$ cat src/rtl/hsvca_pkg.sv
// Shared constants, types and arithmetic helpers for the HSV color adjust pipeline.
package hsvca_pkg;

    localparam int CB       = 8;
    localparam int CMAX     = (1 << CB) - 1;
    localparam int HUE_SEXT = 256;
    localparam int HUE_TURN = 6 * HUE_SEXT;
    localparam int HW       = 11;
    localparam int QW       = (CB > 9) ? CB : 9;
    localparam int NW       = CB + QW;
    localparam int DY       = 2 * CB + 1;
    localparam int BY       = CB + 9;
    localparam int XW       = 2 * CB + 9;
    localparam int WMAX     = 255;
    localparam int FULL     = CMAX * HUE_SEXT;
    localparam int CFG_W    = 12;
    localparam int CFG_IW   = 2;

    localparam int DK = DY + 1;
    localparam longint unsigned DRC = (64'd1 << DK) / CMAX;
    localparam int BK = BY + 1;
    localparam longint unsigned BRC = (64'd1 << BK) / WMAX;

    typedef enum logic [1:0] {
        MAX_RED   = 2'b00,
        MAX_GREEN = 2'b01,
        MAX_BLUE  = 2'b10
    } t_maxc;

    typedef enum logic [CFG_IW-1:0] {
        CFG_HUE = 2'd0,
        CFG_SAT = 2'd1,
        CFG_VAL = 2'd2,
        CFG_SEL = 2'd3
    } t_cfg;

    typedef struct packed {
        logic [CB-1:0] r;
        logic [CB-1:0] g;
        logic [CB-1:0] b;
        logic [7:0]    w;
        logic [CB-1:0] v;
        t_maxc         mc;
        logic          neg;
        logic          wrap;
        logic          dz;
    } t_side;

    typedef struct packed {
        logic [NW-1:0] rem;
        logic [CB-1:0] den;
        logic [QW-1:0] quo;
    } t_dl;

    typedef struct packed {
        logic signed [11:0] hue;
        logic signed [8:0]  sat;
        logic signed [8:0]  val;
    } t_adj;

    function automatic t_dl div_step(t_dl x, int bitpos);
        t_dl           o;
        logic [NW-1:0] sh;
        o  = x;
        sh = NW'(x.den) << bitpos;
        if (x.rem >= sh) begin
            o.rem         = x.rem - sh;
            o.quo[bitpos] = 1'b1;
        end
        return o;
    endfunction

    function automatic logic [CB-1:0] div_cmax(logic [DY-1:0] y);
        logic [63:0] prod;
        logic [63:0] q0;
        logic [63:0] rem;
        prod = 64'(y) * DRC;
        q0   = prod >> DK;
        rem  = 64'(y) - q0 * 64'(CMAX);
        if (rem >= 64'(CMAX)) begin
            q0 = q0 + 64'd1;
        end
        return CB'(q0);
    endfunction

    function automatic logic [CB-1:0] div_w(logic [BY-1:0] y);
        logic [63:0] prod;
        logic [63:0] q0;
        logic [63:0] rem;
        prod = 64'(y) * BRC;
        q0   = prod >> BK;
        rem  = 64'(y) - q0 * 64'(WMAX);
        if (rem >= 64'(WMAX)) begin
            q0 = q0 + 64'd1;
        end
        return CB'(q0);
    endfunction

endpackage

$ cat src/rtl/hsvca_blend.sv
// Weighted blend of the adjusted pixel with the original, and output register.
module hsvca_blend (
    input  logic                     i_clk,
    input  logic                     i_rst_n,
    input  logic                     i_en,
    input  logic                     i_valid,
    input  hsvca_pkg::t_side         i_side,
    input  logic [hsvca_pkg::CB-1:0] i_nr,
    input  logic [hsvca_pkg::CB-1:0] i_ng,
    input  logic [hsvca_pkg::CB-1:0] i_nb,
    output logic                     o_valid,
    output logic [hsvca_pkg::CB-1:0] o_red,
    output logic [hsvca_pkg::CB-1:0] o_green,
    output logic [hsvca_pkg::CB-1:0] o_blue
);

    logic                     r_v1, r_v2;
    logic [hsvca_pkg::BY-1:0] r_ar, r_ag, r_ab;
    logic [hsvca_pkg::CB-1:0] r_or, r_og, r_ob;
    logic [hsvca_pkg::BY-1:0] wi, wn;

    always_comb begin
        wn = hsvca_pkg::BY'(i_side.w);
        wi = hsvca_pkg::BY'(hsvca_pkg::WMAX) - wn;
    end

    always_ff @(posedge i_clk) begin
        if (!i_rst_n) begin
            r_v1 <= 1'b0;
            r_v2 <= 1'b0;
        end else if (i_en) begin
            r_v1 <= i_valid;
            r_v2 <= r_v1;
        end
    end

    always_ff @(posedge i_clk) begin
        if (i_en) begin
            r_ar <= hsvca_pkg::BY'(i_side.r) * wi + hsvca_pkg::BY'(i_nr) * wn
                  + hsvca_pkg::BY'(hsvca_pkg::WMAX / 2);
            r_ag <= hsvca_pkg::BY'(i_side.g) * wi + hsvca_pkg::BY'(i_ng) * wn
                  + hsvca_pkg::BY'(hsvca_pkg::WMAX / 2);
            r_ab <= hsvca_pkg::BY'(i_side.b) * wi + hsvca_pkg::BY'(i_nb) * wn
                  + hsvca_pkg::BY'(hsvca_pkg::WMAX / 2);
            r_or <= hsvca_pkg::div_w(r_ar);
            r_og <= hsvca_pkg::div_w(r_ag);
            r_ob <= hsvca_pkg::div_w(r_ab);
        end
    end

    assign o_valid = r_v2;
    assign o_red   = r_or;
    assign o_green = r_og;
    assign o_blue  = r_ob;

endmodule

$ cat config.mk
export PLATFORM = sky130hd
export DESIGN_NAME = hsvca_blend
export DESIGN_NICKNAME = d
export VERILOG_FILES = /design/src/rtl/hsvca_pkg.sv /design/src/rtl/hsvca_blend.sv
export SDC_FILE = /design/constraint.sdc
export NUM_CORES = 1
export LEC_CHECK = 0
export ABC_CLOCK_PERIOD_IN_PS = 10200
export BUFFER_PORTS_ARGS = -buffer_cell sky130_fd_sc_hd__clkbuf_2
export CAP_MARGIN = 0
export CORE_MARGIN = 3
export CORE_UTILIZATION = 25
export DETAILED_ROUTE_END_ITERATION = 10
export PLACE_DENSITY = 0.42
export SLEW_MARGIN = 40
export SYNTH_ARGS = -nofsm -noshare
export SYNTH_HDL_FRONTEND = slang
export SYNTH_SLANG_ARGS = --single-unit
export TNS_END_PERCENT = 10
$ cat constraint.sdc
create_clock -name i_clk -period 10.2 [get_ports i_clk]
set_clock_uncertainty 0.1 [all_clocks]
set_input_delay 1.02 -clock i_clk [delete_from_list [all_inputs] [get_ports i_clk]]
set_output_delay 1.02 -clock i_clk [all_outputs]
set_load 0.005 [all_outputs]
* After elaboration in Yosys (flattened, before gate mapping) *
Cells that the tools add are included.
W data, S select, Z words.

storage, ports and cells
  flip-flop bits (word level) = 77
  output and inout bits = 25
  logic and storage cells = 39

cells by class
  $add $sub $neg = 13
  $mul = 12
  magnitude comparators = 3
  multiplexer cells = 3

operators by type and width
  operator                 number
  $ge A64 B8 Y1 const B    3
  $mul A17 B9 Y26 const B  3
  $sub A17 B18 Y19         3
  $mul A10 B8 Y18 const B  3
  $add A17 B16 Y17         3
  $add A17 B7 Y17 const B  3
  $mul A9 B9 Y17           3
  $mul A8 B8 Y16           3
  $add A8 B1 Y8 const B    3
  $mux W8                  3
  $sub A8 B8 Y9 const A    1

* Longest topological paths before layout *
  word-level depth = 5
  depth in mapped cells = 33

* Least setup slack after synthesis *
OpenSTA, ideal clock, no wires.

  path type = flip-flop to flip-flop
  start point = register r_ab[3] in the netlist's numbering
  end point = register r_ob (netlist bit o_blue[1]) (data pin)
  setup time = 0.260 ns
  arrival time = 8.001 ns
  data required time = 9.840 ns
  slack = 1.839 ns
  cell stages (with the launch flop) = 32
  cells stage by stage = edfxtp_1 > ha_1 > ha_1 > ha_1 > a2111oi_2 > o21ai_1 > a31oi_2 > o21bai_2 > a211o_1 > and2_1 > clkbuf_1 > clkbuf_1 > nand3_1 > xnor2_1 > inv_1 > fa_1 > inv_1 > fa_1 > inv_1 > fa_1 > inv_1 > fa_1 > inv_1 > ha_1 > a21o_1 > a21oi_1 > and3_1 > a221oi_1 > nand4b_1 > or4_4 > nor4_4 > mux2_2

on the way
  cells in the longest elaborated chain, start to end = 5
  elaborated cells on any way between the ends = 6
  classes of those cells = add/sub: 2; mul: 2; order compare: 1; mux: 1

ends and longest elaborated chain
  item                    line               text
  start, declared         hsvca_blend.sv:18  logic [hsvca_pkg::BY-1:0] r_ar, r_ag, r_ab;
  start signal, assigned  hsvca_blend.sv:43  r_ab <= hsvca_pkg::BY'(i_side.b) * wi + hsvca_pkg::BY'(i_nb) * wn
  $mul A17 B9 Y26         hsvca_pkg.sv:90    prod = 64'(y) * BRC;
  $mul A10 B8 Y18         hsvca_pkg.sv:92    rem = 64'(y) - q0 * 64'(WMAX);
  $sub A17 B18 Y19        hsvca_pkg.sv:92
  $ge A64 B8 Y1           hsvca_pkg.sv:93    if (rem >= 64'(WMAX)) begin
  $mux W8 *               hsvca_pkg.sv:93
  end signal, assigned    hsvca_blend.sv:47  r_ob <= hsvca_pkg::div_w(r_ab);
  end, declared           hsvca_blend.sv:19  logic [hsvca_pkg::CB-1:0] r_or, r_og, r_ob;

Mark *: on every way between the ends. The rest lies on a longest branch, timed or not.
A chain may end at the register's enable or synchronous reset.

* Final worst setup path *
  start point = register r_ar[14] in the netlist's numbering
  end point = register r_or (netlist bit o_red[5]) (data pin)

on the way
  cells in the longest elaborated chain, start to end = 5
  elaborated cells on any way between the ends = 6
  classes of those cells = add/sub: 2; mul: 2; order compare: 1; mux: 1

ends and longest elaborated chain
  item                    line               text
  start, declared         hsvca_blend.sv:18
  start signal, assigned  hsvca_blend.sv:39  r_ar <= hsvca_pkg::BY'(i_side.r) * wi + hsvca_pkg::BY'(i_nr) * wn
  $mul A17 B9 Y26         hsvca_pkg.sv:90
  $mul A10 B8 Y18         hsvca_pkg.sv:92
  $sub A17 B18 Y19        hsvca_pkg.sv:92
  $ge A64 B8 Y1           hsvca_pkg.sv:93
  $mux W8 *               hsvca_pkg.sv:93
  end signal, assigned    hsvca_blend.sv:45  r_or <= hsvca_pkg::div_w(r_ar);
  end, declared           hsvca_blend.sv:19

Marks and branches as above.

==> flow_summary.json <==
{
  "status": "completed",
  "antenna_found_initial": 9,
  "path_clk_slew_ns": 0.08,
  "hold_buffers": 0,
  "cp-start-kind": "flop",
  "crit_required_ns": 10.22,
  "hold_viol": 0,
  "tns_ns": 0,
  "hold_start": "o_valid",
  "post_cts_resized": 0,
  "end_kind": "flop",
  "ys_async_sr_fraction_pct": 0,
  "slew-limit-headroom_pct": 45.0,
  "clock_latency_ns": 0.38,
  "vias": 18200,
  "syn_area_mm2": 0.0264,
  "fmax_ghz": 0.108,
  "cp-startpoint": "r_ar[14]",
  "drv_cap": 0,
  "drive_gt1_share_pct": 4.96,
  "worst_slew_pin_slew_ns": 0.825,
  "cts_buffer_depth": 2,
  "ys.flop_type": "edfxtp_1",
  "pre_cts_ws_ns": 0.855,
  "routabilityCongestion": 0.804,
  "ys_seq_area_share_pct": 8.68,
  "yosys.area.top_type": "fa_1",
  "synth_top_cell_area_share_pct": 33.9,
  "grt_max_degree": 51,
  "ios": 98,
  "ant_nets": 0,
  "dieArea_mm2": 0.110,
  "area_delta_synth_final_pct": 8.91,
  "placed_area_mm2": 0.0285,
  "syn_avg_cell_area_um2": 9.21,
  "drt_iter0_drc": 672,
  "drt_first_pass_iters": 4,
  "numCtsBuffers": 9,
  "wirelength_um": 63200,
  "drc": 0,
  "netlist_top_cells_area": "fa_1 (34%), ha_1 (20%), inv_1 (10%), edfxtp_1 (8.5%), xnor2_1 (3.2%)",
  "finalSetupViolations": 0,
  "grt_pass1_vias": 19500,
  "rsz0062_at_grt": "no",
  "viasPerCell": 4.22,
  "yosysUniqueCellTypes": 81,
  "cp_common_cell": "inv_1",
  "cpPeakStageDelay_ns": 0.66,
  "core_mm2": 0.104,
  "regArea_mm2": 0.00229,
  "min_period_ns": 9.30,
  "postCtsSetupBuffers": 0,
  "nFillCells": 11300,
  "crit_arrival_ns": 9.32,
  "fin_crit_sh_pct": 91.2,
  "post-route-worst-setup-slack_ns": 0.898,
  "row_count": 118,
  "ys_top_cells_by_count": "inv_1 (707), fa_1 (447), ha_1 (414), nand2_1 (168), nand2b_1 (114)",
  "r2r-start": "r_ar[14]",
  "initial_core_util_pct": 25.3,
  "post-dp-hpwl_um": 54200,
  "syn_nets": 3801,
  "multi_input_area_mm2": 0.0212,
  "h-tree-depth": 3,
  "ys_seq_elements": 77,
  "slew_violations": 0,
  "yosys_warnings": 0,
  "grt_pass1_wl_um": 106000,
  "crit_fanout": 9,
  "globalRouteTotalUtil_pct": 12.1,
  "clockRootBuffer": "clkbuf_16",
  "nNetsFinal": 3850,
  "slowest_stage": "a2111oi_0",
  "synth-edff-count": 75,
  "syn_inst": 2867,
  "die-width_um": 331,
  "yosysMostFrequentCell": "inv_1",
  "cts_tree": "built",
  "grt.overflow.total": 0,
  "crit_type": "reg2reg",
  "port_buffers": 84,
  "clkSinkCount": 77,
  "die_h_um": 331,
  "design_area_mm2": 0.0288,
  "wl_per_cell_um": 14.7,
  "min_path_type": "reg2reg"
}
[cells by family (layout without fill, tap and decap cells)]
group                      Yosys count  after routing  synth area share (%)
AOI/OAI and AO/OA                  317            317                  8.15
xor gates and xnor gates           123            123                  4.08
adders and majority gates          862            862                  53.5
buffers and inverters              772            826                  11.0
DFF                                 77             77                  8.68
muxes                                8              8                 0.317
other                                0              4                     0
and+or+nand+nor                    708            708                  14.2
[state kept, by name (all words and copies together) (netlist names)]
register and flops:
o_green 8, o_red 8, r_ag 17, o_valid 1, r_ar 17, o_blue 8
r_ab 17, r_v1 1
[through the flow]
step | hold slack (ns) | std cells | utilization [%]
CTS | 0.428 | 4301 | 27.6
detailed placement | 0.408 | 4285 | 27.3
floorplan | 0.382 | 2867 | -
global route | 0.467 | 4301 | 27.6
finish | 0.421 | 4305 | 27.6
global placement | 0.410 | 4285 | 27.3
[critical path, delay by kind of cell, from the launching register on]
kind / cells / cell delay, ns
multiplexers: 1 / 0.18
AO/OA/AOI/OAI: 10 / 2.50
XOR/XNOR: 1 / 0.51
buffers and inverters: 5 / 0.37
flip-flops: 1 / 0.59
AND/OR/NAND/NOR: 5 / 1.37
adder cells (fa/ha/maj): 8 / 3.39
[cells in the final DEF, fill, tap and decap left out, drive strengths merged, types with 17 or more instances in the layout]
cell	synthesis	final
nand2b	114	114
o21ai	57	57
nor2	89	89
nand2	168	168
and2	93	93
nor2b	104	104
fa	447	447
xnor2	96	96
nor3	34	34
a21o	32	32
nand3	37	37
a211oi	17	17
buf	9	21
ha	414	414
edfxtp	75	75
a21oi	86	86
clkbuf	56	91
o211ai	19	19
inv	707	710
xor2	27	27
[final cells by class]
type                       instances  share of cell area [%]
multi-input combinational       2018                    73.8
inverter                         707                    9.23
sequential                        77                    7.97
tap                             1380                    6.00
timing repair buffer             103                    1.97
clock buffer                       9                   0.783
clock inverter                     7                   0.196
antenna                            4                  0.0348
[routing by layer]
| layer | part of all wire [%] | track usage, % |
|---|---|---|
| met1 | 52 | 17.7 |
| met3 | 2.9 | 1.80 |
| met4 | 0.86 | 1.77 |
| met2 | 44 | 19.3 |
| met5 | 0.11 | 0 |
[final timing paths]
| path | cells past startpoint | slack [ns] | endpoint |
|---|---|---|---|
| max | 30 | 0.90 | o_red[5] |
| min | 2 | 0.42 | o_valid |
| max reg2reg | 30 | 0.90 | o_red[5] |
| min reg2reg | 2 | 0.42 | o_valid |
Power is not shown: default switching activity piles up to over one toggle a cycle in this logic, so the estimate is an artifact.
