`src/rtl/hsvca_pkg.sv`:
```
// Shared constants, types and arithmetic helpers for the HSV color adjust pipeline.
package hsvca_pkg;

    localparam int CB       = 8;
    localparam int CMAX     = (1 << CB) - 1;
    localparam int HUE_SEXT = 256;
    localparam int HUE_TURN = 6 * HUE_SEXT;
    localparam int HW       = 11;
    localparam int QW       = (CB > 9) ? CB : 9;
    localparam int NW       = CB + QW;
    localparam int DY       = 2 * CB + 1;
    localparam int BY       = CB + 9;
    localparam int XW       = 2 * CB + 9;
    localparam int WMAX     = 255;
    localparam int FULL     = CMAX * HUE_SEXT;
    localparam int CFG_W    = 12;
    localparam int CFG_IW   = 2;

    localparam int DK = DY + 1;
    localparam longint unsigned DRC = (64'd1 << DK) / CMAX;
    localparam int BK = BY + 1;
    localparam longint unsigned BRC = (64'd1 << BK) / WMAX;

    typedef enum logic [1:0] {
        MAX_RED   = 2'b00,
        MAX_GREEN = 2'b01,
        MAX_BLUE  = 2'b10
    } t_maxc;

    typedef enum logic [CFG_IW-1:0] {
        CFG_HUE = 2'd0,
        CFG_SAT = 2'd1,
        CFG_VAL = 2'd2,
        CFG_SEL = 2'd3
    } t_cfg;

    typedef struct packed {
        logic [CB-1:0] r;
        logic [CB-1:0] g;
        logic [CB-1:0] b;
        logic [7:0]    w;
        logic [CB-1:0] v;
        t_maxc         mc;
        logic          neg;
        logic          wrap;
        logic          dz;
    } t_side;

    typedef struct packed {
        logic [NW-1:0] rem;
        logic [CB-1:0] den;
        logic [QW-1:0] quo;
    } t_dl;

    typedef struct packed {
        logic signed [11:0] hue;
        logic signed [8:0]  sat;
        logic signed [8:0]  val;
    } t_adj;

    function automatic t_dl div_step(t_dl x, int bitpos);
        t_dl           o;
        logic [NW-1:0] sh;
        o  = x;
        sh = NW'(x.den) << bitpos;
        if (x.rem >= sh) begin
            o.rem         = x.rem - sh;
            o.quo[bitpos] = 1'b1;
        end
        return o;
    endfunction

    function automatic logic [CB-1:0] div_cmax(logic [DY-1:0] y);
        logic [63:0] prod;
        logic [63:0] q0;
        logic [63:0] rem;
        prod = 64'(y) * DRC;
        q0   = prod >> DK;
        rem  = 64'(y) - q0 * 64'(CMAX);
        if (rem >= 64'(CMAX)) begin
            q0 = q0 + 64'd1;
        end
        return CB'(q0);
    endfunction

    function automatic logic [CB-1:0] div_w(logic [BY-1:0] y);
        logic [63:0] prod;
        logic [63:0] q0;
        logic [63:0] rem;
        prod = 64'(y) * BRC;
        q0   = prod >> BK;
        rem  = 64'(y) - q0 * 64'(WMAX);
        if (rem >= 64'(WMAX)) begin
            q0 = q0 + 64'd1;
        end
        return CB'(q0);
    endfunction

endpackage

```
`src/rtl/hsvca_back.sv`:
```
// Hue assembly, offsets with wrap and clamp, and HSV to RGB conversion.
module hsvca_back (
    input  logic                     i_clk,
    input  logic                     i_rst_n,
    input  logic                     i_en,
    input  logic                     i_valid,
    input  hsvca_pkg::t_side         i_side,
    input  logic [hsvca_pkg::CB-1:0] i_qs,
    input  logic [8:0]               i_qh,
    input  hsvca_pkg::t_adj          i_adj,
    output logic                     o_valid,
    output hsvca_pkg::t_side         o_side,
    output logic [hsvca_pkg::CB-1:0] o_nr,
    output logic [hsvca_pkg::CB-1:0] o_ng,
    output logic [hsvca_pkg::CB-1:0] o_nb
);

    localparam int PW = 2 * hsvca_pkg::CB;
    localparam int FW = hsvca_pkg::CB + 8;
    localparam int TW = hsvca_pkg::CB + 9;

    logic [4:0]               r_vld;
    hsvca_pkg::t_side         r_sd1, r_sd2, r_sd3, r_sd4, r_sd5;

    logic [hsvca_pkg::HW-1:0] r_h1, r_h2;
    logic [hsvca_pkg::CB-1:0] r_s1, r_s2, r_v2, r_v3, r_v4;
    logic [PW-1:0]            r_pv;
    logic [FW-1:0]            r_sf;
    logic [TW-1:0]            r_st;
    logic                     r_sz3, r_sz4;
    logic [2:0]               r_sec3, r_sec4;
    logic [hsvca_pkg::DY-1:0] r_pn, r_yq, r_yt;
    logic [hsvca_pkg::CB-1:0] r_nr, r_ng, r_nb;

    int                       hp, hsum, ss, vs;
    logic [hsvca_pkg::HW-1:0] n_h2;
    logic [hsvca_pkg::CB-1:0] n_s2, n_v2, n_cs;
    logic [7:0]               fr;
    logic [hsvca_pkg::XW-1:0] xq, xt;
    logic [hsvca_pkg::CB-1:0] p, q, t, n_nr, n_ng, n_nb;

    always_comb begin
        unique case (i_side.mc)
            hsvca_pkg::MAX_GREEN: hp = 2 * hsvca_pkg::HUE_SEXT;
            hsvca_pkg::MAX_BLUE:  hp = 4 * hsvca_pkg::HUE_SEXT;
            default:              hp = 0;
        endcase
        if (i_side.neg) hp = hp - int'(i_qh);
        else            hp = hp + int'(i_qh);
        if (i_side.wrap) hp = hp + hsvca_pkg::HUE_TURN;
        if (i_side.dz)   hp = 0;
    end

    always_comb begin
        hsum = int'(r_h1) + int'(i_adj.hue) + 2 * hsvca_pkg::HUE_TURN;
        priority if (hsum >= 4 * hsvca_pkg::HUE_TURN) hsum = hsum - 4 * hsvca_pkg::HUE_TURN;
        else if (hsum >= 3 * hsvca_pkg::HUE_TURN)     hsum = hsum - 3 * hsvca_pkg::HUE_TURN;
        else if (hsum >= 2 * hsvca_pkg::HUE_TURN)     hsum = hsum - 2 * hsvca_pkg::HUE_TURN;
        else if (hsum >= hsvca_pkg::HUE_TURN)         hsum = hsum - hsvca_pkg::HUE_TURN;
        else                                          hsum = hsum;
        n_h2 = hsvca_pkg::HW'(hsum);

        ss = int'(r_s1) + int'(i_adj.sat);
        if (ss < 0) ss = 0;
        if (ss > hsvca_pkg::CMAX) ss = hsvca_pkg::CMAX;
        n_s2 = hsvca_pkg::CB'(ss);

        vs = int'(r_sd1.v) + int'(i_adj.val);
        if (vs < 0) vs = 0;
        if (vs > hsvca_pkg::CMAX) vs = hsvca_pkg::CMAX;
        n_v2 = hsvca_pkg::CB'(vs);
    end

    always_comb begin
        fr   = r_h2[7:0];
        n_cs = hsvca_pkg::CB'(hsvca_pkg::CMAX) - r_s2;
        xq   = hsvca_pkg::XW'(r_v3) * hsvca_pkg::XW'(FW'(hsvca_pkg::FULL) - r_sf);
        xt   = hsvca_pkg::XW'(r_v3) * hsvca_pkg::XW'(TW'(hsvca_pkg::FULL) - r_st);
    end

    always_comb begin
        p = hsvca_pkg::div_cmax(r_pn);
        q = hsvca_pkg::div_cmax(r_yq);
        t = hsvca_pkg::div_cmax(r_yt);
        unique case (r_sec4)
            3'd0:    begin n_nr = r_v4; n_ng = t;    n_nb = p;    end
            3'd1:    begin n_nr = q;    n_ng = r_v4; n_nb = p;    end
            3'd2:    begin n_nr = p;    n_ng = r_v4; n_nb = t;    end
            3'd3:    begin n_nr = p;    n_ng = q;    n_nb = r_v4; end
            3'd4:    begin n_nr = t;    n_ng = p;    n_nb = r_v4; end
            default: begin n_nr = r_v4; n_ng = p;    n_nb = q;    end
        endcase
        if (r_sz4) begin
            n_nr = r_v4;
            n_ng = r_v4;
            n_nb = r_v4;
        end
    end

    always_ff @(posedge i_clk) begin
        if (!i_rst_n) begin
            r_vld <= '0;
        end else if (i_en) begin
            r_vld <= {r_vld[3:0], i_valid};
        end
    end

    always_ff @(posedge i_clk) begin
        if (i_en) begin
            r_sd1  <= i_side;
            r_h1   <= hsvca_pkg::HW'(hp);
            r_s1   <= i_side.dz ? '0 : i_qs;

            r_sd2  <= r_sd1;
            r_h2   <= n_h2;
            r_s2   <= n_s2;
            r_v2   <= n_v2;

            r_sd3  <= r_sd2;
            r_pv   <= PW'(r_v2) * PW'(n_cs);
            r_sf   <= FW'(r_s2) * FW'(fr);
            r_st   <= TW'(r_s2) * (TW'(hsvca_pkg::HUE_SEXT) - TW'(fr));
            r_sz3  <= r_s2 == '0;
            r_sec3 <= r_h2[10:8];
            r_v3   <= r_v2;

            r_sd4  <= r_sd3;
            r_pn   <= hsvca_pkg::DY'(r_pv) + hsvca_pkg::DY'(hsvca_pkg::CMAX / 2);
            r_yq   <= hsvca_pkg::DY'((xq + hsvca_pkg::XW'(hsvca_pkg::FULL / 2)) >> 8);
            r_yt   <= hsvca_pkg::DY'((xt + hsvca_pkg::XW'(hsvca_pkg::FULL / 2)) >> 8);
            r_sz4  <= r_sz3;
            r_sec4 <= r_sec3;
            r_v4   <= r_v3;

            r_sd5  <= r_sd4;
            r_nr   <= n_nr;
            r_ng   <= n_ng;
            r_nb   <= n_nb;
        end
    end

    assign o_valid = r_vld[4];
    assign o_side  = r_sd5;
    assign o_nr    = r_nr;
    assign o_ng    = r_ng;
    assign o_nb    = r_nb;

endmodule

```
`config.mk`:
```
export PLATFORM = sky130hd
export DESIGN_NAME = hsvca_back
export DESIGN_NICKNAME = d
export VERILOG_FILES = /design/src/rtl/hsvca_pkg.sv /design/src/rtl/hsvca_back.sv
export SDC_FILE = /design/constraint.sdc
export NUM_CORES = 2
export LEC_CHECK = 0
export BUFFER_PORTS_ARGS = -buffer_cell sky130_fd_sc_hd__clkbuf_2
export CAP_MARGIN = 10
export CORE_MARGIN = 4
export CORE_UTILIZATION = 36
export CTS_CLUSTER_SIZE = 14
export DETAILED_ROUTE_END_ITERATION = 10
export MAX_ROUTING_LAYER = met4
export PLACE_DENSITY = 0.59
export SYNTH_ARGS = -nofsm -noshare
export SYNTH_HDL_FRONTEND = slang
export SYNTH_SLANG_ARGS = --single-unit
```
`constraint.sdc`:
```
create_clock -name i_clk -period 10 [get_ports i_clk]
set_input_delay 1 -clock i_clk [delete_from_list [all_inputs] [get_ports i_clk]]
set_output_delay 1 -clock i_clk [all_outputs]
set_load 0.05 [all_outputs]
```
Word level (Yosys, flattened, before mapping) --
Index checks and enable logic that the tools add are counted.
Storage, ports and cells: register bits after elaboration 424, input port bits 96, word-level logic and storage cells 142
Operators by class: add/sub/neg operators 24, multiply operators 11, order comparisons 11, eq/ne operators 6, multiplexer cells 18, reductions and logical operators 6
Operators with widths (number):
- greater-or-equal comparator 64 x 8 -> 1 bit, second input constant | 3
- multiplier 17 x 9 -> 26 bit, second input constant | 3
- one-hot mux 8 bit (3 select lines) | 3
- two-way mux 11 bit | 6
- > comparator 32 x 9 -> 1 bit, second input constant | 2
- two-way mux 32 bit | 2
- subtractor 17 x 18 -> 19 bit | 3
- multiplier 10 x 8 -> 18 bit, second input constant | 3
- adder 25 x 15 -> 25 bit, second input constant | 2
- two-way mux 8 bit | 6
- multiplier 8 x 8 -> 16 bit | 2
- greater-or-equal comparator 14 bit, second input constant | 2
- multiplier 9 x 17 -> 25 bit | 1
- multiplier 9 x 18 -> 25 bit | 1
- adder 8 x 1 -> 8 bit, second input constant | 3
- one-hot mux 11 bit (2 select lines) | 1
- subtractor 11 bit, second input constant | 2
- adder 9 x 9 -> 10 bit | 2
- less-than comparator 10 x 1 -> 1 bit, second input constant | 2
- subtractor 16 x 17 -> 18 bit, first input constant | 1
- adder 16 x 7 -> 17 bit, second input constant | 1
- multiplier 9 x 10 -> 17 bit | 1
- subtractor 16 x 16 -> 17 bit, first input constant | 1
- adder 13 x 13 -> 14 bit, second input constant | 1
- 18 further kinds | 22

Longest topological paths before layout --
word-level depth 7, gate-level depth with buffers 33, depth with buffers taken out 32

Worst setup path before layout --
Ideal clock, no wire load.
kind register to register, start register r_yt[13] (netlist name), end register r_nb (netlist bit o_nb[6]), data pin, library setup time 0.265 ns, data arrival time 8.345 ns, setup slack 1.390 ns, stages on the path, launching flop included 31, path through edfxtp_1 ha_1 ha_1 ha_1 a2111o_1 o311ai_0 a21oi_1 and3_1 and2_1 xnor2_1 inv_1 fa_1 inv_1 fa_1 inv_1 fa_1 inv_1 fa_1 inv_1 ha_1 a211o_1 a21o_1 or2_2 a221oi_1 o311ai_0 nor4_1 nand3_1 and4_1 a221o_1 mux2i_1 o21ai_0
Between the ends: longest elaborated chain between the ends 7
RTL lines:
- start, declared | RTL line hsvca_back.sv:32 | logic [hsvca_pkg::DY-1:0] r_pn, r_yq, r_yt;
- start signal, assigned | RTL line hsvca_back.sv:130 | r_yt <= hsvca_pkg::DY'((xt + hsvca_pkg::XW'(hsvca_pkg::FULL / 2)) >> 8);
- multiplier 17 x 9 -> 26 bit | RTL line hsvca_pkg.sv:77 | prod = 64'(y) * DRC;
- multiplier 10 x 8 -> 18 bit | RTL line hsvca_pkg.sv:79 | rem = 64'(y) - q0 * 64'(CMAX);
- subtractor 17 x 18 -> 19 bit | RTL line hsvca_pkg.sv:79
- greater-or-equal comparator 64 x 8 -> 1 bit | RTL line hsvca_pkg.sv:80 | if (rem >= 64'(CMAX)) begin
- two-way mux 8 bit (*) | RTL line hsvca_pkg.sv:80
- one-hot mux 8 bit (3 select lines) (*) | RTL line hsvca_back.sv:85 | unique case (r_sec4)
- two-way mux 8 bit (*) | RTL line hsvca_back.sv:93 | if (r_sz4) begin
- net n_nb (one bit) | RTL line hsvca_back.sv:40 | logic [hsvca_pkg::CB-1:0] p, q, t, n_nr, n_ng, n_nb;
- end signal, assigned | RTL line hsvca_back.sv:138 | r_nb <= n_nb;
- end, declared | RTL line hsvca_back.sv:33 | logic [hsvca_pkg::CB-1:0] r_nr, r_ng, r_nb;
Mark *: on every way through the listed nets, which the timed path passes. The rest lies on a longest branch. A chain may end at the register's enable or synchronous reset.

Worst setup path after layout --
start register r_yt[13] (netlist name), end register r_ng (netlist bit o_ng[0]), data pin
Between the ends: longest elaborated chain between the ends 7
RTL lines:
- multiplier 17 x 9 -> 26 bit | RTL line hsvca_pkg.sv:77
- multiplier 10 x 8 -> 18 bit | RTL line hsvca_pkg.sv:79
- subtractor 17 x 18 -> 19 bit | RTL line hsvca_pkg.sv:79
- greater-or-equal comparator 64 x 8 -> 1 bit | RTL line hsvca_pkg.sv:80
- two-way mux 8 bit (*) | RTL line hsvca_pkg.sv:80
- one-hot mux 8 bit (3 select lines) (*) | RTL line hsvca_back.sv:85
- two-way mux 8 bit (*) | RTL line hsvca_back.sv:93
- net n_ng (one bit) | RTL line hsvca_back.sv:40
- end signal, assigned | RTL line hsvca_back.sv:137 | r_ng <= n_ng;
- end, declared | RTL line hsvca_back.sv:33
Marked as above.

==> results by group <==
Timing
  – Post-route clock period utilization: 92.2%
  – Setup repair after global routing missed its margin: false
  – Slew @ Worst Pin: 1050 ps
  – Hold Fails Final Rpt: 0
  – Setup TNS: 0 ps
  – Tmin final: 9220 ps
  – Slew headroom: 29.8%
  – Clock skew: 28.6 ps
  – # setup viols final: 0
  – Fmax: 108 MHz
  – Final Max Slew Viols: 0

Worst setup path
  – Critical path origin: r_yt[13]
  – FF-to-FF path depth: 30
  – Crit path kind: reg -> reg
  – Crit path capture type: register
  – Worst Path Required: 10390 ps
  – Worst-path fanout max: 8
  – Register-to-register setup slack: 780 ps
  – Buf/Inv on CP: 6
  – Crit-path max cell delay: 590 ps
  – FF-to-FF End: o_ng[0]
  – CP arrival: 9610 ps
  – Slowest cell on crit path: fa_1
  – Instance count on the critical path: 30
  – Cell family with most CP delay: adder cells
  – Worst flop-to-flop path startpoint: r_yt[13]
  – Startpoint types: register

Floorplan
  – Core area: 117000 sq um
  – Initial core utilization: 36.4%
  – Die span in x: 351 um
  – Num ports: 166
  – Die height: 351 um
  – Die area: 124000 sq um
  – Row Count: 125

Clock network
  – Hold_buf cts: 0
  – CTS tree: yes
  – Clock Pin Slew Worst Setup and Hold Paths: 60 ps
  – Clock root cell: clkbuf_16
  – Skew-Pair Late Insertion Delay: 610 ps
  – Max clock buf depth: 3
  – H-tree depth: 2
  – Clock buffer count from CTS: 47
  – Total clock sinks: 423

Synthesis
  – Cell count after synthesis: 4052
  – Synth area leader: edfxtp_1
  – Yosys cell types: 93
  – Prevailing post-synth register cell: edfxtp_1
  – Async set-reset flop share out of synthesis: 0%
  – Mapped Nets: 5104
  – Synth warn: 0
  – Number of synthesized flops with an enable pin: 418
  – Top cells by area, synth: edfxtp_1 30%, fa_1 23%, ha_1 14%
  – Share of the synthesized area in the top cell type: 29.6%
  – Synth Cell Area: 42500 sq um
  – Seq cells post-synth: 423
  – Synthesized area per cell: 10.5 sq um
  – Seq/Total Area, Yosys: 29.8%

Hold path
  – Hold path depth: 0
  – Hold EP: r_sd3[5]
  – Hold Crit Class: reg -> reg
  – Hold Startpoint: r_sd2[5]

Run status
  – Status: finished clean

Detailed routing
  – DRT Pass-1 Iters: 5
  – Post-DR vias/cell: 4.77
  – First DRT Iteration DRCs: 1470
  – Post-route DRC: 0
  – WL final: 90.0 mm
  – Antenna-violating nets left: 0
  – Vias after detailed routing: 27600
  – Wire per inst: 15.5 um

GRT
  – Gr ovfl total: 0
  – Largest net degree at the start of global routing: 169
  – Initial antenna violation count: 1
  – GRT Resource Usage Total: 15.3%
  – Vias in the first global route: 28900
  – First-pass GRT wire length: 150 mm

Layout
  – Area Overhead vs Synth: 10.2%
  – Commonest non-fill, non-tap cell in the layout: inv_1
  – Most frequent cells in the layout: 826 x inv_1, 482 x fa_1, 474 x ha_1, 418 x edfxtp_1, 310 x nand2_1
  – Fin area: 46800 sq um
  – Proportion of layout cells with a drive suffix above 1: 7.57%
  – Post-layout nets: 5279

Place
  – GPL Wtd Cong: 0.866
  – Detailed Place HPWL: 71.6 mm
  – I/O Buffers: 165
  – DP Area: 45200 sq um

Run
  – Max Cap Violations: 0
[worst register-to-register path, delay by kind of cell (launching register included)]
kind	cells	cell delay, ps
fa+ha+maj	8	3450
flops	1	460
xor+xnor	2	740
mux	1	220
simple gates	8	1780
buf+inv	6	830
compound gates	5	1570
[logic make-up (layout without fill, tap and decap cells)]
kind of cell    count (synthesis)  count (layout)  synth area share [%]
other cells                     0               1                     0
fa+ha+maj                     957             957                  36.7
xor+xnor                      255             255                  5.28
flops                         423             423                  29.8
mux                            22              22                 0.527
buf+inv                       907            1120                  8.15
simple gates                 1035            1035                  12.3
compound gates                453             453                  7.23
[cell usage after synthesis (all sizes together) (5+ instances only)]
master and instances:
a2111oi 5, a211o 7, a211oi 16, a21boi 13, a21o 47, a21oi 109
a221oi 6, a22oi 5, a31o 8, a31oi 17, and2 226, and3 20
and4 6, buf 7, clkbuf 73, dfxtp 5, edfxtp 418, fa 482
ha 474, inv 826, mux2i 19, nand2 310, nand2b 62, nand3 45
nand3b 5, nand4 19, nor2 172, nor2b 61, nor3 51, nor4 14
o2111ai 9, o211a 5, o211ai 15, o21a 29, o21ai 87, o21bai 18
o22ai 11, o311ai 5, o31ai 6, or2 11, or3 10, or4 5
xnor2 174, xor2 81
[metrics by stage]
stage / cells / utilization, % / setup WS [ps] / hold slack (ps)
after floorplan: 4052 / - / 1390 / 400
after CTS: 5786 / 40.1 / 408 / 417
after detailed placement: 5699 / 38.7 / 460 / 405
final: 5790 / 40.1 / 783 / 413
after global placement: 5699 / 38.7 / 674 / 400
after global routing: 5790 / 40.1 / 19.2 / 416
[worst max-delay path by stage]
stage                     endpoint  slack, ps
final                      o_ng[0]        780
after detailed placement   o_nr[6]        460
after global placement     o_nr[7]        670
after global routing       o_nr[6]         20
after floorplan            o_nb[6]       1390
after CTS                  o_nr[6]        410
[metal layers]
metal / GRT usage (%) / routed length, um / vias to the layer above / part of all wire, %
li1: - / - / 13500 / -
met1: 20.7 / 42200 / 13500 / 47
met2: 24.9 / 42100 / 477 / 47
met3: 2.02 / 3790 / 109 / 4.2
met4: 3.13 / 1900 / 0 / 2.1
met5: - / 0 / - / 0
[final cells by class]
cell class              count  area, sq um
diodes                      1         2.50
fillers                 11400        69900
clock buffers              52         1190
flip-flops and latches    423        12700
repair buffers            207         1160
multi-input cells        2722        26400
clock inverters            35          408
well taps                1524         1910
inverters                 826         3100
[sequential cells by signal, summed over array words and instances, names as in the netlist, 16 cells and up]
signal,count
o_side,45
r_pn,17
r_pv,16
r_sd1,45
r_sd2,45
r_sd3,45
r_sd4,45
r_sf,16
r_st,16
r_yq,17
r_yt,17
[repair_timing]
action | CTS | global route
setup buffers | 0 | 2
hold endpoints to repair | 0 | 0
endpoints found under the setup margin | 0 | 24
resized for setup | 0 | 3
Power is not shown: default switching activity piles up to over one toggle a cycle in this logic, so the estimate is an artifact.
