$ cat config.mk
export PLATFORM = sky130hd
export DESIGN_NAME = hsvca_div
export DESIGN_NICKNAME = d
export VERILOG_FILES = /design/src/rtl/hsvca_pkg.sv /design/src/rtl/hsvca_div.sv
export SDC_FILE = /design/constraint.sdc
export NUM_CORES = 1
export LEC_CHECK = 0
export ABC_AREA = 1
export ABC_CLOCK_PERIOD_IN_PS = 2600
export BUFFER_PORTS_ARGS = -buffer_cell sky130_fd_sc_hd__clkbuf_2
export CORE_MARGIN = 5
export CORE_UTILIZATION = 55
export CTS_BUF_LIST = sky130_fd_sc_hd__clkbuf_2 sky130_fd_sc_hd__clkbuf_4 sky130_fd_sc_hd__clkbuf_8
export DETAILED_ROUTE_END_ITERATION = 10
export PLACE_DENSITY = 0.72
export SYNTH_ARGS = -nofsm -noshare
export SYNTH_HDL_FRONTEND = slang
export SYNTH_SLANG_ARGS = --single-unit
$ cat constraint.sdc
create_clock -name i_clk -period 2.6 [get_ports i_clk]
set_input_delay 0.13 -clock i_clk [delete_from_list [all_inputs] [get_ports i_clk]]
set_output_delay 0.13 -clock i_clk [all_outputs]
set_load 0.05 [all_outputs]
$ cat src/rtl/hsvca_pkg.sv
// Shared constants, types and arithmetic helpers for the HSV color adjust pipeline.
package hsvca_pkg;

    localparam int CB       = 8;
    localparam int CMAX     = (1 << CB) - 1;
    localparam int HUE_SEXT = 256;
    localparam int HUE_TURN = 6 * HUE_SEXT;
    localparam int HW       = 11;
    localparam int QW       = (CB > 9) ? CB : 9;
    localparam int NW       = CB + QW;
    localparam int DY       = 2 * CB + 1;
    localparam int BY       = CB + 9;
    localparam int XW       = 2 * CB + 9;
    localparam int WMAX     = 255;
    localparam int FULL     = CMAX * HUE_SEXT;
    localparam int CFG_W    = 12;
    localparam int CFG_IW   = 2;

    localparam int DK = DY + 1;
    localparam longint unsigned DRC = (64'd1 << DK) / CMAX;
    localparam int BK = BY + 1;
    localparam longint unsigned BRC = (64'd1 << BK) / WMAX;

    typedef enum logic [1:0] {
        MAX_RED   = 2'b00,
        MAX_GREEN = 2'b01,
        MAX_BLUE  = 2'b10
    } t_maxc;

    typedef enum logic [CFG_IW-1:0] {
        CFG_HUE = 2'd0,
        CFG_SAT = 2'd1,
        CFG_VAL = 2'd2,
        CFG_SEL = 2'd3
    } t_cfg;

    typedef struct packed {
        logic [CB-1:0] r;
        logic [CB-1:0] g;
        logic [CB-1:0] b;
        logic [7:0]    w;
        logic [CB-1:0] v;
        t_maxc         mc;
        logic          neg;
        logic          wrap;
        logic          dz;
    } t_side;

    typedef struct packed {
        logic [NW-1:0] rem;
        logic [CB-1:0] den;
        logic [QW-1:0] quo;
    } t_dl;

    typedef struct packed {
        logic signed [11:0] hue;
        logic signed [8:0]  sat;
        logic signed [8:0]  val;
    } t_adj;

    function automatic t_dl div_step(t_dl x, int bitpos);
        t_dl           o;
        logic [NW-1:0] sh;
        o  = x;
        sh = NW'(x.den) << bitpos;
        if (x.rem >= sh) begin
            o.rem         = x.rem - sh;
            o.quo[bitpos] = 1'b1;
        end
        return o;
    endfunction

    function automatic logic [CB-1:0] div_cmax(logic [DY-1:0] y);
        logic [63:0] prod;
        logic [63:0] q0;
        logic [63:0] rem;
        prod = 64'(y) * DRC;
        q0   = prod >> DK;
        rem  = 64'(y) - q0 * 64'(CMAX);
        if (rem >= 64'(CMAX)) begin
            q0 = q0 + 64'd1;
        end
        return CB'(q0);
    endfunction

    function automatic logic [CB-1:0] div_w(logic [BY-1:0] y);
        logic [63:0] prod;
        logic [63:0] q0;
        logic [63:0] rem;
        prod = 64'(y) * BRC;
        q0   = prod >> BK;
        rem  = 64'(y) - q0 * 64'(WMAX);
        if (rem >= 64'(WMAX)) begin
            q0 = q0 + 64'd1;
        end
        return CB'(q0);
    endfunction

endpackage

$ cat src/rtl/hsvca_div.sv
// Pipelined restoring divider, one quotient bit per stage, for saturation and hue.
module hsvca_div (
    input  logic                     i_clk,
    input  logic                     i_rst_n,
    input  logic                     i_en,
    input  logic                     i_valid,
    input  hsvca_pkg::t_side         i_side,
    input  hsvca_pkg::t_dl           i_ls,
    input  hsvca_pkg::t_dl           i_lh,
    output logic                     o_valid,
    output hsvca_pkg::t_side         o_side,
    output logic [hsvca_pkg::CB-1:0] o_qs,
    output logic [8:0]               o_qh
);

    logic [hsvca_pkg::QW-1:0] r_vld;
    hsvca_pkg::t_side         r_sd [hsvca_pkg::QW];
    hsvca_pkg::t_dl           r_ls [hsvca_pkg::QW];
    hsvca_pkg::t_dl           r_lh [hsvca_pkg::QW];
    hsvca_pkg::t_dl           n_ls [hsvca_pkg::QW];
    hsvca_pkg::t_dl           n_lh [hsvca_pkg::QW];

    always_comb begin
        n_ls[0] = hsvca_pkg::div_step(i_ls, hsvca_pkg::QW - 1);
        n_lh[0] = hsvca_pkg::div_step(i_lh, hsvca_pkg::QW - 1);
        for (int k = 1; k < hsvca_pkg::QW; k++) begin
            n_ls[k] = hsvca_pkg::div_step(r_ls[k-1], hsvca_pkg::QW - 1 - k);
            n_lh[k] = hsvca_pkg::div_step(r_lh[k-1], hsvca_pkg::QW - 1 - k);
        end
    end

    always_ff @(posedge i_clk) begin
        if (!i_rst_n) begin
            r_vld <= '0;
        end else if (i_en) begin
            r_vld <= {r_vld[hsvca_pkg::QW-2:0], i_valid};
        end
    end

    always_ff @(posedge i_clk) begin
        if (i_en) begin
            r_sd[0] <= i_side;
            for (int k = 0; k < hsvca_pkg::QW; k++) begin
                r_ls[k] <= n_ls[k];
                r_lh[k] <= n_lh[k];
            end
            for (int k = 1; k < hsvca_pkg::QW; k++) begin
                r_sd[k] <= r_sd[k-1];
            end
        end
    end

    assign o_valid = r_vld[hsvca_pkg::QW-1];
    assign o_side  = r_sd[hsvca_pkg::QW-1];
    assign o_qs    = hsvca_pkg::CB'(r_ls[hsvca_pkg::QW-1].quo);
    assign o_qh    = 9'(r_lh[hsvca_pkg::QW-1].quo);

endmodule

Word level (Yosys, flattened, before mapping)
Memory sizes are Yosys's and may differ from the RTL's. Index checks and enable logic that the tools add are counted.

Add/subtract/negate cells: 18. $lt $le $gt $ge: 18. Mux-type cells: 38.

Operators with widths (count): 17-bit two-way mux (18); 17-bit by 10-bit >= comparator with 1-bit output (2); 17-bit by 11-bit >= comparator with 1-bit output (2); 17-bit by 12-bit >= comparator with 1-bit output (2); 17-bit by 13-bit >= comparator with 1-bit output (2); 17-bit by 14-bit >= comparator with 1-bit output (2); 17-bit by 15-bit >= comparator with 1-bit output (2); 17-bit by 16-bit >= comparator with 1-bit output (2); 17-bit by 8-bit >= comparator with 1-bit output (2); 17-bit by 9-bit >= comparator with 1-bit output (2); 17-bit by 10-bit subtractor with 17-bit output (2); 17-bit by 11-bit subtractor with 17-bit output (2); 17-bit by 12-bit subtractor with 17-bit output (2); 17-bit by 13-bit subtractor with 17-bit output (2); 17-bit by 14-bit subtractor with 17-bit output (2); 17-bit by 15-bit subtractor with 17-bit output (2); 17-bit by 16-bit subtractor with 17-bit output (2); 17-bit by 8-bit subtractor with 17-bit output (2); 17-bit by 9-bit subtractor with 17-bit output (2); 1-bit two-way mux (20).

Register bits after elaboration: 9. RAM bits: 1017. Bits of input ports: 117. Output and inout bits: 63. Logic and storage cells: 78. Memories kept: 3.

Memory list: r_sd (words 9, width 45, read ports 9, clocked after memory_dff 0, wr ports 9, RTL line hsvca_div.sv:17) `hsvca_pkg::t_side r_sd [hsvca_pkg::QW];`; r_lh (words 9, width 34, read ports 9, clocked after memory_dff 0, wr ports 9, RTL line hsvca_div.sv:19) `hsvca_pkg::t_dl r_lh [hsvca_pkg::QW];`; r_ls (words 9, width 34, read ports 9, clocked after memory_dff 0, wr ports 9, RTL line hsvca_div.sv:18) `hsvca_pkg::t_dl r_ls [hsvca_pkg::QW];`.

Depth between registers and ports, before layout
Gate-level depths: netlist of the first run.

Depth after elaboration: 2. Gate-level depth with buffers: 14. Depth with buffers taken out: 13.

Worst setup path after synthesis of the first run
Ideal clock, no wire load.

Kind: register -> register. Start: memory r_ls[0][24] (netlist bit). End: memory r_ls[0][41] (netlist bit), data pin. Library setup time: 0.262 ns. Arrival time: 1.835 ns. Setup slack: 0.503 ns. Cell stages (with the launch flop): 13. Period minus slack after synthesis: 2.097 ns. Cells stage by stage: edfxtp_1 inv_1 ha_1 inv_1 fa_1 nand3_1 nand2_1 nand2_1 nand2_1 nand2_1 nand2_1 buf_4 or2_2.

RTL lines (RTL line): start: declaration (hsvca_div.sv:18).

==> results of run 1 <==
-- final cells by class --
cell class,instances,area share (%)
Multi-Input combinational cell,2000,21.4
Clock inverter,62,1.01
Sequential cell,967,59.1
Timing Repair Buffer,408,6.67
Antenna cell,2,0.0102
Clock buffer,216,5.34
Tap cell,978,2.50
Inverter,514,3.94
-- logic make-up (layout without fill, tap and decap cells) --
family / after synthesis / count (layout) / share of synthesized area (%)
other cells: 0 / 2 / 0
fa+ha+maj: 160 / 160 / 5.06
flops: 967 / 967 / 69.0
simple gates: 1579 / 1579 / 15.8
xor+xnor: 75 / 75 / 1.57
compound gates: 186 / 186 / 2.39
buf+inv: 594 / 1200 / 6.11
-- routing by layer --
layer	global-route usage [%]	up-vias	wire length [µm]
li1	-	12900	-
met2	31.7	454	36800
met1	22.1	11400	30600
met3	3.48	175	2620
met4	7.30	0	2340
met5	0	-	0
-- per-stage QoR --
stage / total power [W] / TNS [ps]
6_report: 0.0421 / -13.8
5_1_grt: 0.0450 / -62.4
4_1_cts: 0.0425 / 0
3_5_place_dp: 0.0294 / 0
3_3_place_gp: 0.0292 / 0
2_1_floorplan: 0.0270 / 0
-- state kept, by name, summed over array words and instances (netlist names) --
| name | count |
|---|---|
| r_ls | 272 |
| r_lh | 281 |
| r_vld | 9 |
| r_sd | 405 |
-- path summary, 6_finish.rpt --
path                                   start           end  slack [ps]  depth (start not counted)
worst max-delay path                i_lh[11]   r_lh[0][27]         -10                         13
worst min-delay path              i_side[38]   r_sd[0][38]          70                          2
worst min register to register  r_sd[0][160]  r_sd[0][205]         380                          0
worst max register to register  r_lh[0][222]  r_lh[0][262]         280                         10
-- report_power, final --
group / internal (W) / leakage (nW) / switching (W) / total, W
clock: 0.00693 / 1.65 / 0.00586 / 0.0128
sequential: 0.0195 / 9.37 / 0.000967 / 0.0205
combinational: 0.00328 / 9.72 / 0.00558 / 0.00885
-- cells in the mapped netlist (18+ instances only) --
master | number | area [µm²]
o21ai_0 | 51 | 255
xor2_1 | 52 | 455
nor3_1 | 27 | 135
buf_4 | 66 | 495
ha_1 | 144 | 1800
or2_2 | 18 | 113
nand4_1 | 31 | 194
nor2_1 | 268 | 1010
nand3_1 | 221 | 1110
inv_1 | 506 | 1900
edfxtp_1 | 958 | 28800
a21oi_1 | 98 | 490
xnor2_1 | 23 | 201
nand2_1 | 944 | 3540
-- timing repair --
action,in CTS,in global routing
hold buffers,180,0
gates resized for setup,0,8
endpoints found under the hold margin,221,0
setup endpoints to repair,0,4
setup buffers,0,3
==> flow_metrics.py, run 1 <==
metrics = {
    "status": {
        "status": "complete, but fails checks",
        "violations": "setup timing",
    },
    "sta": {
        "relSlewSlack_pct": 63.2,
        "fin_skew_ps": 50.6,
        "post-route-period-util_pct": 101,
        "final-setup-viol-count": 1,
        "report.final.slew_viol_count": 0,
        "fin_crit_ps": 2610,
        "whs_ps": 73.4,
        "hold_violations": 0,
        "layout_setup_ws_ps": -13.8,
        "fmax_mhz": 383,
        "tightest_slew_ps": 553,
    },
    "placed_design": {
        "dp_hpwl_um": 49700,
        "dpl.cell_count": 4684,
        "place_congestion": 0.890,
        "dpl_worst_slack_ps": 220,
        "placed_area_mm2": 0.0440,
        "io_buffers": 178,
    },
    "cts": {
        "clkTransAtPathRegs_ps": 60,
        "cts_buffers": 159,
        "clockBufferDepth": 3,
        "htreeDepth": 4,
        "cts_tree": "done",
        "clock_sinks": 967,
        "insertion_delay_ps": 790,
        "cts_root_buf": "clkbuf_8",
    },
    "logic_synthesis": {
        "syn-num-nets": 3838,
        "yosysSeqAreaShare_pct": 69.0,
        "async_flop_share_pct": 0,
        "netlist_area_mm2": 0.0419,
        "ys_seq_elements": 967,
        "synth.distinct_cells": 44,
        "synth_top_flop_cell": "edfxtp_1",
        "avgSynthCellArea_um2": 11.8,
        "ys_warn_count": 0,
        "synth-edff-count": 958,
        "synth_cells": 3561,
    },
    "critical_path": {
        "setup.worst_path.start_class": "primary input",
        "cp_top_family": "buffers and inverters",
        "path_cells": "dlygate4sd3_1 -> clkbuf_2 -> inv_1 -> ha_4 -> nand2_1 -> o21ai_4 -> nand2_1 -> nand2_1 -> nand3_4 -> nand3_1 -> dlygate4sd3_1 -> nand2_1 -> dlygate4sd3_1",
        "end_kind": "register",
        "cpPeakStageDelay_ps": 560,
        "critPathArrivalTime_ps": 3150,
        "crit_slowest_cell": "dlygate4sd3_1",
        "crit_buf_inv": 5,
        "cp_max_fo": 5,
        "crit_path_frequent_cell": "nand2_1",
        "worstSetupPathType": "primary input to register",
        "cp.required_ps": 3130,
    },
    "floorplan": {
        "dieArea_mm2": 0.0819,
        "die_width_um": 286,
        "die_h_um": 286,
        "start_util_pct": 55.3,
        "num_rows": 101,
        "ios": 180,
        "core_mm2": 0.0758,
    },
    "route": {
        "firstDrtPassIters": 5,
        "drt-wirelength-per-cell_um": 14.1,
        "finalWirelength_um": 72400,
        "dr_total_vias": 25000,
        "via_per_inst": 4.85,
        "drc": 0,
        "drt_iter0_drc": 1299,
        "drt.antenna.violating_nets": 0,
    },
    "final_layout": {
        "num-fill-cells": 5652,
        "finalNetCount": 4327,
        "multi_input_area_mm2": 0.0105,
        "drive_gt1_share_pct": 13.6,
        "fin_area_mm2": 0.0490,
        "fin_cells": 5147,
        "finalCoreUtilization_pct": 64.6,
        "area_delta_synth_final_pct": 16.8,
        "seq_area_mm2": 0.0289,
        "final_cell_mix": "edfxtp_1 (958), nand2_1 (944), inv_1 (505)",
        "layout_commonest_cell": "edfxtp_1",
    },
    "global_route": {
        "grt_usage_pct": 18.0,
        "antenna_found_initial": 2,
        "overflow": 0,
        "grt_pass1_wl_um": 121000,
        "first_global_vias": 25500,
        "grt_max_degree": 102,
    },
    "worst_hold_path": {
        "hold_path.class": "primary input to register",
    },
    "power_and_ir_drop": {
        "ir_drop_mv": 0.513,
        "pwr_density_cell_mw_per_mm2": 861,
        "p_leak_nw": 20.7,
    },
    "flow_run": {
        "drv_cap": 0,
    },
}
Note: power is estimated with default switching activity, not from simulation.
==> run 2: changes to the inputs <==
--- a/config.mk
+++ b/config.mk
@@ -10,7 +10,7 @@
 export BUFFER_PORTS_ARGS = -buffer_cell sky130_fd_sc_hd__clkbuf_2
 export CORE_MARGIN = 5
 export CORE_UTILIZATION = 55
-export CTS_BUF_LIST = sky130_fd_sc_hd__clkbuf_2 sky130_fd_sc_hd__clkbuf_4 sky130_fd_sc_hd__clkbuf_8
+export CTS_BUF_LIST = sky130_fd_sc_hd__clkbuf_2
 export DETAILED_ROUTE_END_ITERATION = 10
 export PLACE_DENSITY = 0.72
 export SYNTH_ARGS = -nofsm -noshare
==> flow_metrics.py, run 2 (synthesized netlist as in run 1, its figures left out) <==
metrics = {
    "sta": {
        "tightest_slew_ps": 765,
        "fin_crit_ps": 2810,
        "layout_setup_ws_ps": -210,
        "hold_violations": 0,
        "post-route-period-util_pct": 108,
        "fin_skew_ps": 124,
        "fmax_mhz": 356,
        "report.final.slew_viol_count": 0,
        "relSlewSlack_pct": 49.0,
        "final-setup-viol-count": 16,
    },
    "critical_path": {
        "worstSetupPathType": "primary input to register",
        "critPathArrivalTime_ps": 4070,
        "crit_buf_inv": 7,
        "crit_start": "i_lh[25]",
        "cp.required_ps": 3860,
        "crit_slowest_cell": "dlygate4sd3_1",
        "path_cells": "dlygate4sd3_1 -> clkbuf_2 -> dlygate4sd3_1 -> inv_1 -> ha_2 -> fa_2 -> nor2_1 -> nor2_2 -> or2_2 -> nand2_1 -> nand2_1 -> dlygate4sd3_1 -> nand2_1 -> dlygate4sd3_1 -> nand2_1 -> inv_1",
        "end_kind": "register",
        "cp_top_family": "buffers and inverters",
        "setup.worst_path.start_class": "primary input",
        "rr_startpoint": "r_ls[0][24]",
        "cp_max_fo": 3,
        "cpPeakStageDelay_ps": 590,
    },
    "worst_hold_path": {
        "hold_path.class": "primary input to register",
        "worstHoldStart": "i_en",
    },
    "cts": {
        "clock_sinks": 967,
        "cts_tree": "done",
        "clkTransAtPathRegs_ps": 150,
        "cts_root_buf": "clkbuf_2",
        "htreeDepth": 4,
        "insertion_delay_ps": 1430,
        "clockBufferDepth": 3,
        "cts_buffers": 227,
    },
    "route": {
        "drt_iter0_drc": 1515,
        "drt.antenna.violating_nets": 0,
        "firstDrtPassIters": 6,
        "via_per_inst": 4.91,
        "dr_total_vias": 26900,
        "finalWirelength_um": 81200,
        "drc": 0,
        "drt-wirelength-per-cell_um": 14.8,
    },
    "final_layout": {
        "layout_commonest_cell": "edfxtp_1",
        "seq_area_mm2": 0.0289,
        "finalNetCount": 4586,
        "finalCoreUtilization_pct": 66.0,
        "drive_gt1_share_pct": 15.2,
        "area_delta_synth_final_pct": 19.4,
        "final_cell_mix": "edfxtp_1 (958), nand2_1 (941), inv_1 (504)",
        "largest_reg_flops": 405,
        "num-fill-cells": 5613,
        "reg_top3": "r_sd x405, r_lh x281, r_ls x272",
        "largest-register": "r_sd",
        "multi_input_area_mm2": 0.0106,
    },
    "power_and_ir_drop": {
        "p_leak_nw": 21.5,
        "ir_drop_mv": 0.420,
        "pwr_density_cell_mw_per_mm2": 792,
    },
    "global_route": {
        "first_global_vias": 27600,
        "grt_pass1_wl_um": 132000,
        "grt_usage_pct": 19.7,
        "grt_max_degree": 102,
        "antenna_found_initial": 1,
        "overflow": 0,
    },
    "floorplan": {
        "die_width_um": 286,
        "dieArea_mm2": 0.0819,
        "core_mm2": 0.0758,
        "die_h_um": 286,
        "ios": 180,
        "num_rows": 101,
        "start_util_pct": 55.3,
    },
    "placed_design": {
        "dpl_worst_slack_ps": 220,
        "dp_hpwl_um": 49700,
        "io_buffers": 178,
        "place_congestion": 0.890,
    },
    "status": {
        "status": "complete, but fails checks",
        "violations": "setup timing",
    },
    "flow_run": {
        "drv_cap": 0,
    },
}
[run 2: through the flow]
stage	setup TNS (ps)	hold WS (ps)	instances	power [W]	cell area, µm²
3_3_place_gp	0	306	4684	0.0292	44000
2_1_floorplan	0	229	3561	0.0270	41900
6_report	-1950	296	5474	0.0397	50100
5_1_grt	-579	139	5474	0.0426	50100
3_5_place_dp	0	309	4684	0.0294	44000
4_1_cts	0	4.57	5464	0.0397	49800
[run 2: report_power, final]
group / switching [W] / internal, W
clock network: 0.00620 / 0.00374
registers: 0.000989 / 0.0195
logic: 0.00573 / 0.00352
total: 0.0129 / 0.0267
[run 2: path summary, 6_finish.rpt]
path,endpoint,slack [ps],depth (start not counted)
worst max-delay path,r_lh[0][33],-210,16
worst min-delay path,r_sd[0][8],300,4
worst max register to register,r_ls[0][41],250,11
worst min register to register,r_lh[0][178],310,0
[run 2: layout make-up]
| type | instances | share of cell area (%) |
|---|---|---|
| Timing Repair Buffer | 597 | 10.3 |
| Sequential cell | 967 | 57.8 |
| Inverter | 514 | 3.85 |
| Tap cell | 978 | 2.44 |
| Clock buffer | 317 | 3.17 |
| Multi-Input combinational cell | 2002 | 21.2 |
| Clock inverter | 98 | 1.21 |
| Antenna cell | 1 | 0.00500 |
[run 2: repair_timing]
action                                  4_1_cts  5_1_grt
endpoints found under the hold margin      1079        5
setup buffers                                 0        7
hold buffers                                365        5
endpoints found under the setup margin        0       24
resized for setup                             0       31
[run 2: layer usage]
layer | vias up | GRT usage [%] | share of wire [%] | wire (µm)
met5 | - | 0 | 0 | 0
met3 | 241 | 3.80 | 4.2 | 3380
met2 | 729 | 35.6 | 52 | 42400
met4 | 0 | 8.42 | 3.5 | 2810
li1 | 13600 | - | - | -
met1 | 12400 | 23.0 | 40 | 32600
[run 2: worst reg2reg max path: stages, from the launching register on]
cell and delay [ps]:
edfxtp_1 380, inv_1 80, ha_1 190, inv_1 80, fa_1 390, nand3_1 100
nand2_1 110, nand2_1 80, nand2_1 70, nand2_1 60, nand2_1 220, or2_2 360
